===== config.mk =====
export PLATFORM = sky130hd
export DESIGN_NAME = ir_pulse_distance_receiver_flat
export DESIGN_NICKNAME = d
export VERILOG_FILES = /design/src/hw/rtl/irpd_pkg.sv /design/src/hw/rtl/irpd_ifs.sv /design/src/hw/rtl/ir_pulse_distance_receiver.sv /design/src/flat_wrapper.sv
export SDC_FILE = /design/constraint.sdc
export NUM_CORES = 1
export LEC_CHECK = 0
export BUFFER_PORTS_ARGS = -buffer_cell sky130_fd_sc_hd__buf_2
export CAP_MARGIN = 10
export CORE_ASPECT_RATIO = 1.4
export CORE_UTILIZATION = 35
export CTS_BUF_LIST = sky130_fd_sc_hd__clkbuf_2 sky130_fd_sc_hd__clkbuf_4 sky130_fd_sc_hd__clkbuf_8
export DETAILED_ROUTE_END_ITERATION = 6
export HOLD_SLACK_MARGIN = 0.12
export RECOVER_POWER = 50
export SYNTH_ARGS = -nofsm -noshare
export SYNTH_HDL_FRONTEND = slang
export SYNTH_SLANG_ARGS = --single-unit

===== constraint.sdc =====
create_clock -name i_clk -period 12 [get_ports i_clk]
set_input_delay 1.2 -clock i_clk [delete_from_list [all_inputs] [get_ports i_clk]]
set_output_delay 1.2 -clock i_clk [all_outputs]
set_load 0.05 [all_outputs]

===== src/hw/rtl/irpd_pkg.sv =====
// ----------------------------------------------------------------------------
// irpd_pkg
// Types and constants shared by the IR pulse-distance receiver and its
// channel interfaces.
// ----------------------------------------------------------------------------
package irpd_pkg;

    localparam int RX_BYTE_W   = 8;
    localparam int BYTE_POS_W  = 4;
    localparam int CFG_DATA_W  = 16;
    localparam int CFG_IDX_W   = 2;
    localparam int THRESH_W    = 16;
    localparam int TIMEOUT_W   = 16;
    localparam int MSG_BYTES_W = 5;
    localparam int BIT_CNT_W   = 3;

    localparam logic [CFG_IDX_W-1:0] CFG_BIT_THRESHOLD = 2'd0;
    localparam logic [CFG_IDX_W-1:0] CFG_PHASE_TIMEOUT = 2'd1;
    localparam logic [CFG_IDX_W-1:0] CFG_MESSAGE_BYTES = 2'd2;

    localparam logic [THRESH_W-1:0]    RST_BIT_THRESHOLD = 16'd1000;
    localparam logic [TIMEOUT_W-1:0]   RST_PHASE_TIMEOUT = 16'd12000;
    localparam logic [MSG_BYTES_W-1:0] RST_MESSAGE_BYTES = 5'd4;

    // Two preamble high/low pairs, then alternating bit high and bit low.
    typedef enum logic [5:0] {
        PH_PRE_HIGH_A = 6'b000001,
        PH_PRE_LOW_A  = 6'b000010,
        PH_PRE_HIGH_B = 6'b000100,
        PH_PRE_LOW_B  = 6'b001000,
        PH_BIT_HIGH   = 6'b010000,
        PH_BIT_LOW    = 6'b100000
    } t_phase;

    typedef struct packed {
        logic [RX_BYTE_W-1:0]  rx_byte;
        logic [BYTE_POS_W-1:0] byte_position;
        logic                  last_of_message;
        logic                  timed_out;
    } t_result;

endpackage


===== src/hw/rtl/irpd_ifs.sv =====
// ----------------------------------------------------------------------------
// irpd channel interfaces
// Valid/ready channels for line samples in and received bytes out.
// ----------------------------------------------------------------------------
interface irpd_sample_if;
    logic valid;
    logic ready;
    logic rx_level;

    modport source (output valid, output rx_level, input ready);
    modport sink   (input valid, input rx_level, output ready);
endinterface

interface irpd_result_if;
    logic                             valid;
    logic                             ready;
    logic [irpd_pkg::RX_BYTE_W-1:0]   rx_byte;
    logic [irpd_pkg::BYTE_POS_W-1:0]  byte_position;
    logic                             last_of_message;
    logic                             timed_out;

    modport source (output valid, output rx_byte, output byte_position,
                    output last_of_message, output timed_out, input ready);
    modport sink   (input valid, input rx_byte, input byte_position,
                    input last_of_message, input timed_out, output ready);
endinterface


===== src/hw/rtl/ir_pulse_distance_receiver.sv =====
// ----------------------------------------------------------------------------
// ir_pulse_distance_receiver
// Decodes a pulse-distance IR line into bytes, one line sample per item.
// ----------------------------------------------------------------------------
// Usage:
// i_rx carries one demodulated line sample per microsecond tick. o_res
// carries at most one result per sample: a completed byte with its position
// and a last-of-message flag, or a timeout marker telling the consumer to drop
// the partial message. Registers are written through i_cfg_we / i_cfg_idx /
// i_cfg_data by the user only while the block is idle; the block does not enforce it.
// Throughput is one sample per cycle while i_rx.ready is high. The sample that
// completes a result registers it on o_res, or in the skid buffer if o_res is
// still held; the phase, timer and shift state update in the cycle a sample is taken.
// The result register is backed by a one-entry skid buffer, so samples keep
// being taken while a single result waits. i_rx.ready is low only while the
// skid buffer holds a result, which needs a second result to arrive while the
// first still waits; ready returns the cycle after the consumer takes one.
// Synchronous reset restores the register defaults, empties the result path
// and arms the decoder at the first preamble high phase.
// ----------------------------------------------------------------------------
module ir_pulse_distance_receiver #(
    parameter int TIMER_WIDTH       = 16,
    parameter int MAX_MESSAGE_BYTES = 16
) (
    input  logic                                i_clk,
    input  logic                                i_rst_n,
    irpd_sample_if.sink                         i_rx,
    irpd_result_if.source                       o_res,
    input  logic                                i_cfg_we,
    input  logic [irpd_pkg::CFG_IDX_W-1:0]      i_cfg_idx,
    input  logic [irpd_pkg::CFG_DATA_W-1:0]     i_cfg_data
);

    localparam int BC_W   = (MAX_MESSAGE_BYTES > 1) ? $clog2(MAX_MESSAGE_BYTES) : 1;
    localparam int LEN_RW = $clog2(MAX_MESSAGE_BYTES + 1);
    localparam int LEN_W  = (LEN_RW > irpd_pkg::MSG_BYTES_W) ? LEN_RW
                                                             : irpd_pkg::MSG_BYTES_W;
    localparam int CMP_W  = (TIMER_WIDTH > irpd_pkg::TIMEOUT_W) ? TIMER_WIDTH
                                                                : irpd_pkg::TIMEOUT_W;
    localparam logic [TIMER_WIDTH-1:0] TIMER_MAX = '1;
    localparam logic [LEN_W-1:0]       MAX_LEN   = LEN_W'(MAX_MESSAGE_BYTES);

    // Configuration registers.
    logic [irpd_pkg::THRESH_W-1:0]    r_bit_threshold;
    logic [irpd_pkg::TIMEOUT_W-1:0]   r_phase_timeout;
    logic [irpd_pkg::MSG_BYTES_W-1:0] r_message_bytes;

    // Decoder state.
    irpd_pkg::t_phase                 r_phase, n_phase;
    logic [TIMER_WIDTH-1:0]           r_elapsed, n_elapsed;
    logic [irpd_pkg::BIT_CNT_W-1:0]   r_bit_count, n_bit_count;
    logic [BC_W-1:0]                  r_byte_count, n_byte_count;
    logic [irpd_pkg::RX_BYTE_W-1:0]   r_shift, n_shift;

    // Result path.
    logic                             r_out_valid;
    irpd_pkg::t_result                r_out;
    logic                             r_skid_valid;
    irpd_pkg::t_result                r_skid;

    logic                             take;
    logic                             out_fire;
    logic                             waits_high;
    logic                             res_valid;
    irpd_pkg::t_result                res;
    logic [LEN_W-1:0]                 eff_len;
    logic [LEN_W-1:0]                 pos_plus;
    logic                             last;

    assign i_rx.ready = !r_skid_valid;
    assign take       = i_rx.valid && !r_skid_valid;
    assign out_fire   = r_out_valid && o_res.ready;

    always_comb begin
        if (r_message_bytes == '0) begin
            eff_len = LEN_W'(1);
        end else if (LEN_W'(r_message_bytes) > MAX_LEN) begin
            eff_len = MAX_LEN;
        end else begin
            eff_len = LEN_W'(r_message_bytes);
        end
    end

    assign pos_plus   = LEN_W'(r_byte_count) + LEN_W'(1);
    assign last       = pos_plus >= eff_len;
    assign waits_high = (r_phase == irpd_pkg::PH_PRE_HIGH_A) ||
                        (r_phase == irpd_pkg::PH_PRE_HIGH_B) ||
                        (r_phase == irpd_pkg::PH_BIT_HIGH);

    always_comb begin
        n_phase      = r_phase;
        n_elapsed    = r_elapsed;
        n_bit_count  = r_bit_count;
        n_byte_count = r_byte_count;
        n_shift      = r_shift;
        res_valid    = 1'b0;
        res          = '0;

        if (i_rx.rx_level == waits_high) begin
            if (r_elapsed != TIMER_MAX) begin
                n_elapsed = r_elapsed + TIMER_WIDTH'(1);
            end
        end else begin
            // The opposite level ends this phase and is the next phase's first tick.
            n_elapsed = TIMER_WIDTH'(1);
            case (r_phase)
                irpd_pkg::PH_PRE_HIGH_A: begin
                    n_phase = irpd_pkg::PH_PRE_LOW_A;
                end
                irpd_pkg::PH_PRE_LOW_A: begin
                    n_phase = irpd_pkg::PH_PRE_HIGH_B;
                end
                irpd_pkg::PH_PRE_HIGH_B: begin
                    n_phase = irpd_pkg::PH_PRE_LOW_B;
                end
                irpd_pkg::PH_PRE_LOW_B: begin
                    n_phase = irpd_pkg::PH_BIT_HIGH;
                end
                irpd_pkg::PH_BIT_HIGH: begin
                    n_phase     = irpd_pkg::PH_BIT_LOW;
                    n_shift     = {r_shift[irpd_pkg::RX_BYTE_W-2:0],
                                   (CMP_W'(r_elapsed) > CMP_W'(r_bit_threshold))};
                    n_bit_count = r_bit_count + irpd_pkg::BIT_CNT_W'(1);
                end
                irpd_pkg::PH_BIT_LOW: begin
                    n_phase = irpd_pkg::PH_BIT_HIGH;
                    if (r_bit_count == '0) begin
                        res_valid           = 1'b1;
                        res.rx_byte         = r_shift;
                        res.byte_position   = irpd_pkg::BYTE_POS_W'(r_byte_count);
                        res.last_of_message = last;
                        n_shift             = '0;
                        if (last) begin
                            n_phase      = irpd_pkg::PH_PRE_HIGH_A;
                            n_byte_count = '0;
                        end else begin
                            n_byte_count = BC_W'(pos_plus);
                        end
                    end
                end
                default: begin
                    n_phase = irpd_pkg::PH_PRE_HIGH_A;
                end
            endcase
        end

        // A phase that outlasts the timeout overrides any byte and rearms.
        if (CMP_W'(n_elapsed) > CMP_W'(r_phase_timeout)) begin
            res_valid     = 1'b1;
            res           = '0;
            res.timed_out = 1'b1;
            n_phase       = irpd_pkg::PH_PRE_HIGH_A;
            n_elapsed     = '0;
            n_bit_count   = '0;
            n_byte_count  = '0;
            n_shift       = '0;
        end
    end

    always_ff @(posedge i_clk) begin
        if (!i_rst_n) begin
            r_bit_threshold <= irpd_pkg::RST_BIT_THRESHOLD;
            r_phase_timeout <= irpd_pkg::RST_PHASE_TIMEOUT;
            r_message_bytes <= irpd_pkg::RST_MESSAGE_BYTES;
        end else if (i_cfg_we) begin
            case (i_cfg_idx)
                irpd_pkg::CFG_BIT_THRESHOLD: begin
                    r_bit_threshold <= i_cfg_data[irpd_pkg::THRESH_W-1:0];
                end
                irpd_pkg::CFG_PHASE_TIMEOUT: begin
                    r_phase_timeout <= i_cfg_data[irpd_pkg::TIMEOUT_W-1:0];
                end
                irpd_pkg::CFG_MESSAGE_BYTES: begin
                    r_message_bytes <= i_cfg_data[irpd_pkg::MSG_BYTES_W-1:0];
                end
                default: begin
                end
            endcase
        end
    end

    always_ff @(posedge i_clk) begin
        if (!i_rst_n) begin
            r_phase      <= irpd_pkg::PH_PRE_HIGH_A;
            r_elapsed    <= '0;
            r_bit_count  <= '0;
            r_byte_count <= '0;
            r_shift      <= '0;
        end else if (take) begin
            r_phase      <= n_phase;
            r_elapsed    <= n_elapsed;
            r_bit_count  <= n_bit_count;
            r_byte_count <= n_byte_count;
            r_shift      <= n_shift;
        end
    end

    // Output register with a one-entry skid buffer behind it.
    always_ff @(posedge i_clk) begin
        if (!i_rst_n) begin
            r_out_valid  <= 1'b0;
            r_skid_valid <= 1'b0;
        end else if (r_skid_valid) begin
            if (out_fire) begin
                r_skid_valid <= 1'b0;
            end
        end else if (take && res_valid) begin
            if (!r_out_valid || out_fire) begin
                r_out_valid <= 1'b1;
            end else begin
                r_skid_valid <= 1'b1;
            end
        end else if (out_fire) begin
            r_out_valid <= 1'b0;
        end
    end

    always_ff @(posedge i_clk) begin
        if (r_skid_valid) begin
            if (out_fire) begin
                r_out <= r_skid;
            end
        end else if (take && res_valid) begin
            if (!r_out_valid || out_fire) begin
                r_out <= res;
            end else begin
                r_skid <= res;
            end
        end
    end

    assign o_res.valid           = r_out_valid;
    assign o_res.rx_byte         = r_out.rx_byte;
    assign o_res.byte_position   = r_out.byte_position;
    assign o_res.last_of_message = r_out.last_of_message;
    assign o_res.timed_out       = r_out.timed_out;

endmodule


===== src/flat_wrapper.sv =====
// flat-port wrapper written by rule: the top's interface ports become plain ports
module ir_pulse_distance_receiver_flat 
#(
    parameter int TIMER_WIDTH       = 16,
    parameter int MAX_MESSAGE_BYTES = 16
)
  (i_clk, i_rst_n, i_cfg_we, i_cfg_idx, i_cfg_data, i_rx_valid, i_rx_rx_level, i_rx_ready, o_res_valid, o_res_rx_byte, o_res_byte_position, o_res_last_of_message, o_res_timed_out, o_res_ready);
  irpd_sample_if i_rx_i ();
  irpd_result_if o_res_i ();
  input  logic i_clk;
  input  logic i_rst_n;
  input  logic i_cfg_we;
  input  logic [irpd_pkg::CFG_IDX_W-1:0] i_cfg_idx;
  input  logic [irpd_pkg::CFG_DATA_W-1:0] i_cfg_data;
  input wire logic [$bits(i_rx_i.valid)-1:0] i_rx_valid;
  input wire logic [$bits(i_rx_i.rx_level)-1:0] i_rx_rx_level;
  output wire logic [$bits(i_rx_i.ready)-1:0] i_rx_ready;
  output wire logic [$bits(o_res_i.valid)-1:0] o_res_valid;
  output wire logic [$bits(o_res_i.rx_byte)-1:0] o_res_rx_byte;
  output wire logic [$bits(o_res_i.byte_position)-1:0] o_res_byte_position;
  output wire logic [$bits(o_res_i.last_of_message)-1:0] o_res_last_of_message;
  output wire logic [$bits(o_res_i.timed_out)-1:0] o_res_timed_out;
  input wire logic [$bits(o_res_i.ready)-1:0] o_res_ready;
  assign i_rx_i.valid = i_rx_valid;
  assign i_rx_i.rx_level = i_rx_rx_level;
  assign i_rx_ready = i_rx_i.ready;
  assign o_res_valid = o_res_i.valid;
  assign o_res_rx_byte = o_res_i.rx_byte;
  assign o_res_byte_position = o_res_i.byte_position;
  assign o_res_last_of_message = o_res_i.last_of_message;
  assign o_res_timed_out = o_res_i.timed_out;
  assign o_res_i.ready = o_res_ready;
  ir_pulse_distance_receiver #(.TIMER_WIDTH(TIMER_WIDTH), .MAX_MESSAGE_BYTES(MAX_MESSAGE_BYTES)) u_core (.i_clk(i_clk), .i_rst_n(i_rst_n), .i_rx(i_rx_i), .o_res(o_res_i), .i_cfg_we(i_cfg_we), .i_cfg_idx(i_cfg_idx), .i_cfg_data(i_cfg_data));
endmodule

==> impl_metrics.toml <==
[critical_path]
worst-path-max-fanout = 17
worst-setup-path-type = "reg2reg"
cpPeakStageDelay_ns = 1.17
path_buf_inv = 0
cpMaxStageDelayCell = "a21oi_1"
startpoint_type = "flop"
rrSetupSlack_ns = 6.58
cp.arrival_ns = 5.74
critPathTopFamily = "compound AO/OA/AOI/OAI gates"
cp-end-kind = "flop"
cp.required_ns = 12.32
crit_chain = "nand4_1 > nor4_1 > nand2_1 > a21oi_1 > ha_1 > a211oi_1 > nor2_1 > or4_4 > a211o_1 > a21oi_1 > nand2_1 > o21ai_0"

[synth]
ys_seq_elements = 104
syn-cell-area_um2 = 5500
ys.flop_type = "dfxtp_1"
synth_edf_count = 28
yosysSeqAreaShare_pct = 42.9
netlist_instances = 622
yosysWarnings = 0
syn_nets = 687
synth_cell_types = 57
postSynthAreaPerCell_um2 = 8.85
synth-async-reset-ratio_pct = 0

[clock_tree]
cts_buffers = 9
post_cts_resized = 0
cts_root_buf = "clkbuf_8"
cts_setup_buffers = 0
cts_max_level = 3
cts_buffer_depth = 2
cts.sinks = 104
cts_tree = "yes"
path_clk_slew_ns = 0.12
hold_buffers = 0
clock_latency_ns = 0.39

[outcome]
outcome = "finished, final reports clean"

[sta]
tns_ns = 0
fin_worst_skew_ns = 0.0141
min_period_ns = 5.42
hold_viol = 0
worst-slew-pin-transition_ns = 1.46
period_share_pct = 45.2
slew_viol_final = 0
setup_viol = 0
fmax_mhz = 184
worst_slack_ns = 6.58
maxSlewHeadroom_pct = 2.57
rsz0062_at_grt = "false"

[route]
drt_wl_total_um = 13200
wl_per_cell_um = 15.6
via_per_inst = 5.37
drc = 0
drtIter0Drc = 202
ant_nets = 0
num_vias = 4542
drt_pass1_iterations = 5

[final_layout]
utilization_pct = 39.4
nNetsFinal = 714
multi_input_area_um2 = 2830
n_antenna_cell = 0
fillers = 1547
final_cell_mix = "nand2_1, dfxtp_1, a21oi_1, inv_1, ha_1"
areaGrowthSynthToFinish_pct = 8.84
drive_gt1_share_pct = 9.79
seq_area_um2 = 2360
layout_commonest_cell = "nand2_1"

[grt]
grt_max_degree = 30
grt_pass1_vias = 4473
grt_overflow = 0
antenna_found_initial = 0
grt_usage_pct = 17.3
grt_pass1_wl_um = 21800

[floorplan]
fp-row-count = 53
die_w_um = 108
start_util_pct = 36.2
io_pins = 40
core_area_um2 = 15200
dieArea_um2 = 16200
dieHeight_um = 150

[worst_hold_path]
min_path_type = "reg2reg"

[pwr]
ir_drop_mv = 0.0713
p_leak_nw = 2.39
powerDensity_nw_per_um2 = 115

[placement]
place.detailed.hpwl_um = 9850
pre_cts_ws_ns = 7.41
port-buffer-count = 39
place_congestion = 0.850

[run]
cap_viol_max_count = 0
[synthesized netlist by cell type (3+ instances only)]
cell	count	area share, %
a21oi_1	47	4.3
a22o_1	8	1.3
a22oi_1	4	0.55
a31oi_1	4	0.45
a32oi_1	3	0.48
and2_1	14	1.6
and3_1	5	0.57
buf_2	4	0.36
clkbuf_1	18	1.2
dfxtp_1	76	28
edfxtp_1	28	15
ha_1	41	9.3
inv_1	41	2.8
mux2_2	13	2.7
mux2i_1	7	1.3
nand2_1	94	6.4
nand3_1	26	2.4
nand3b_1	4	0.55
nand4_1	14	1.6
nor2_1	37	2.5
nor2b_1	4	0.45
nor3_1	20	1.8
nor4_1	6	0.68
o211ai_1	16	2.2
o21a_1	3	0.41
o21ai_0	29	2.6
o21ai_1	4	0.36
o31ai_1	3	0.41
or2_2	4	0.45
or3_1	3	0.34
xnor2_1	3	0.48
xor2_1	7	1.1
[worst reg2reg max path, stage by stage (launching register included)]
cell and delay, ns:
dfxtp_1 0.48, nand4_1 0.30, nor4_1 0.60, nand2_1 0.33, a21oi_1 0.31, ha_1 0.28, a211oi_1 0.23, nor2_1 0.09
or4_4 0.51, a211o_1 0.42, a21oi_1 1.18, nand2_1 0.36, o21ai_0 0.26
[path summary, 6_finish.rpt]
check / from / endpoint / cells past startpoint
max: u_core.r_elapsed[4] / u_core.r_elapsed[3] / 12
min: u_core.r_shift[7] / u_core.r_shift[7] / 2
max reg2reg: u_core.r_elapsed[4] / u_core.r_elapsed[3] / 12
min reg2reg: u_core.r_shift[7] / u_core.r_shift[7] / 2
[per-layer routing]
metal,vias to the layer above,wire length (µm),GRT usage [%]
li1,2275,-,-
met1,2132,5410,19.7
met5,-,0,0
met3,20,518,2.60
met4,0,355,7.12
met2,115,6900,31.9
[kinds of logic (layout without fill, tap and decap cells)]
kind of cell | Yosys count | count (layout) | share of synthesized area (%)
simple gates | 239 | 239 | 20.6
compound gates | 139 | 139 | 16.6
flops | 104 | 104 | 42.9
buf+inv | 69 | 101 | 5.09
fa+ha+maj | 41 | 41 | 9.32
mux | 20 | 20 | 3.93
xor+xnor | 10 | 10 | 1.59
[sequential cells by signal, summed over array words and instances, names as in the netlist, 3 cells and up]
register                    cells
u_core.r_bit_threshold         16
u_core.r_elapsed               16
u_core.r_phase_timeout         16
u_core.r_skid                  14
u_core.o_res.rx_byte            8
u_core.r_shift                  8
u_core.r_phase                  6
u_core.r_message_bytes          5
u_core.o_res.byte_position      4
u_core.r_byte_count             4
u_core.r_bit_count              3
[power breakdown]
group / internal (W) / switching, W
clock network: 0.0000835 / 0.000142
registers: 0.000366 / 0.00000680
logic: 0.0000276 / 0.0000621
[per-stage QoR]
stage / instance area, µm² / hold slack [ns] / total power (W) / cells
after floorplan: 5500 / 0.432 / 0.000441 / 622
after global placement: 5850 / 0.439 / 0.000469 / 830
after detailed placement: 5850 / 0.445 / 0.000471 / 830
after CTS: 6050 / 0.463 / 0.000696 / 846
after global routing: 5990 / 0.481 / 0.000721 / 846
final: 5990 / 0.461 / 0.000688 / 846
[cell type report]
class	count	share of cell area, %
clock buffer	9	2.07
clock inverter	7	1.32
inverter	42	2.63
multi-input combinational	449	47.2
sequential	104	39.4
tap	192	4.01
timing repair buffer	43	3.32
Note: power is estimated with default switching activity, not from simulation.
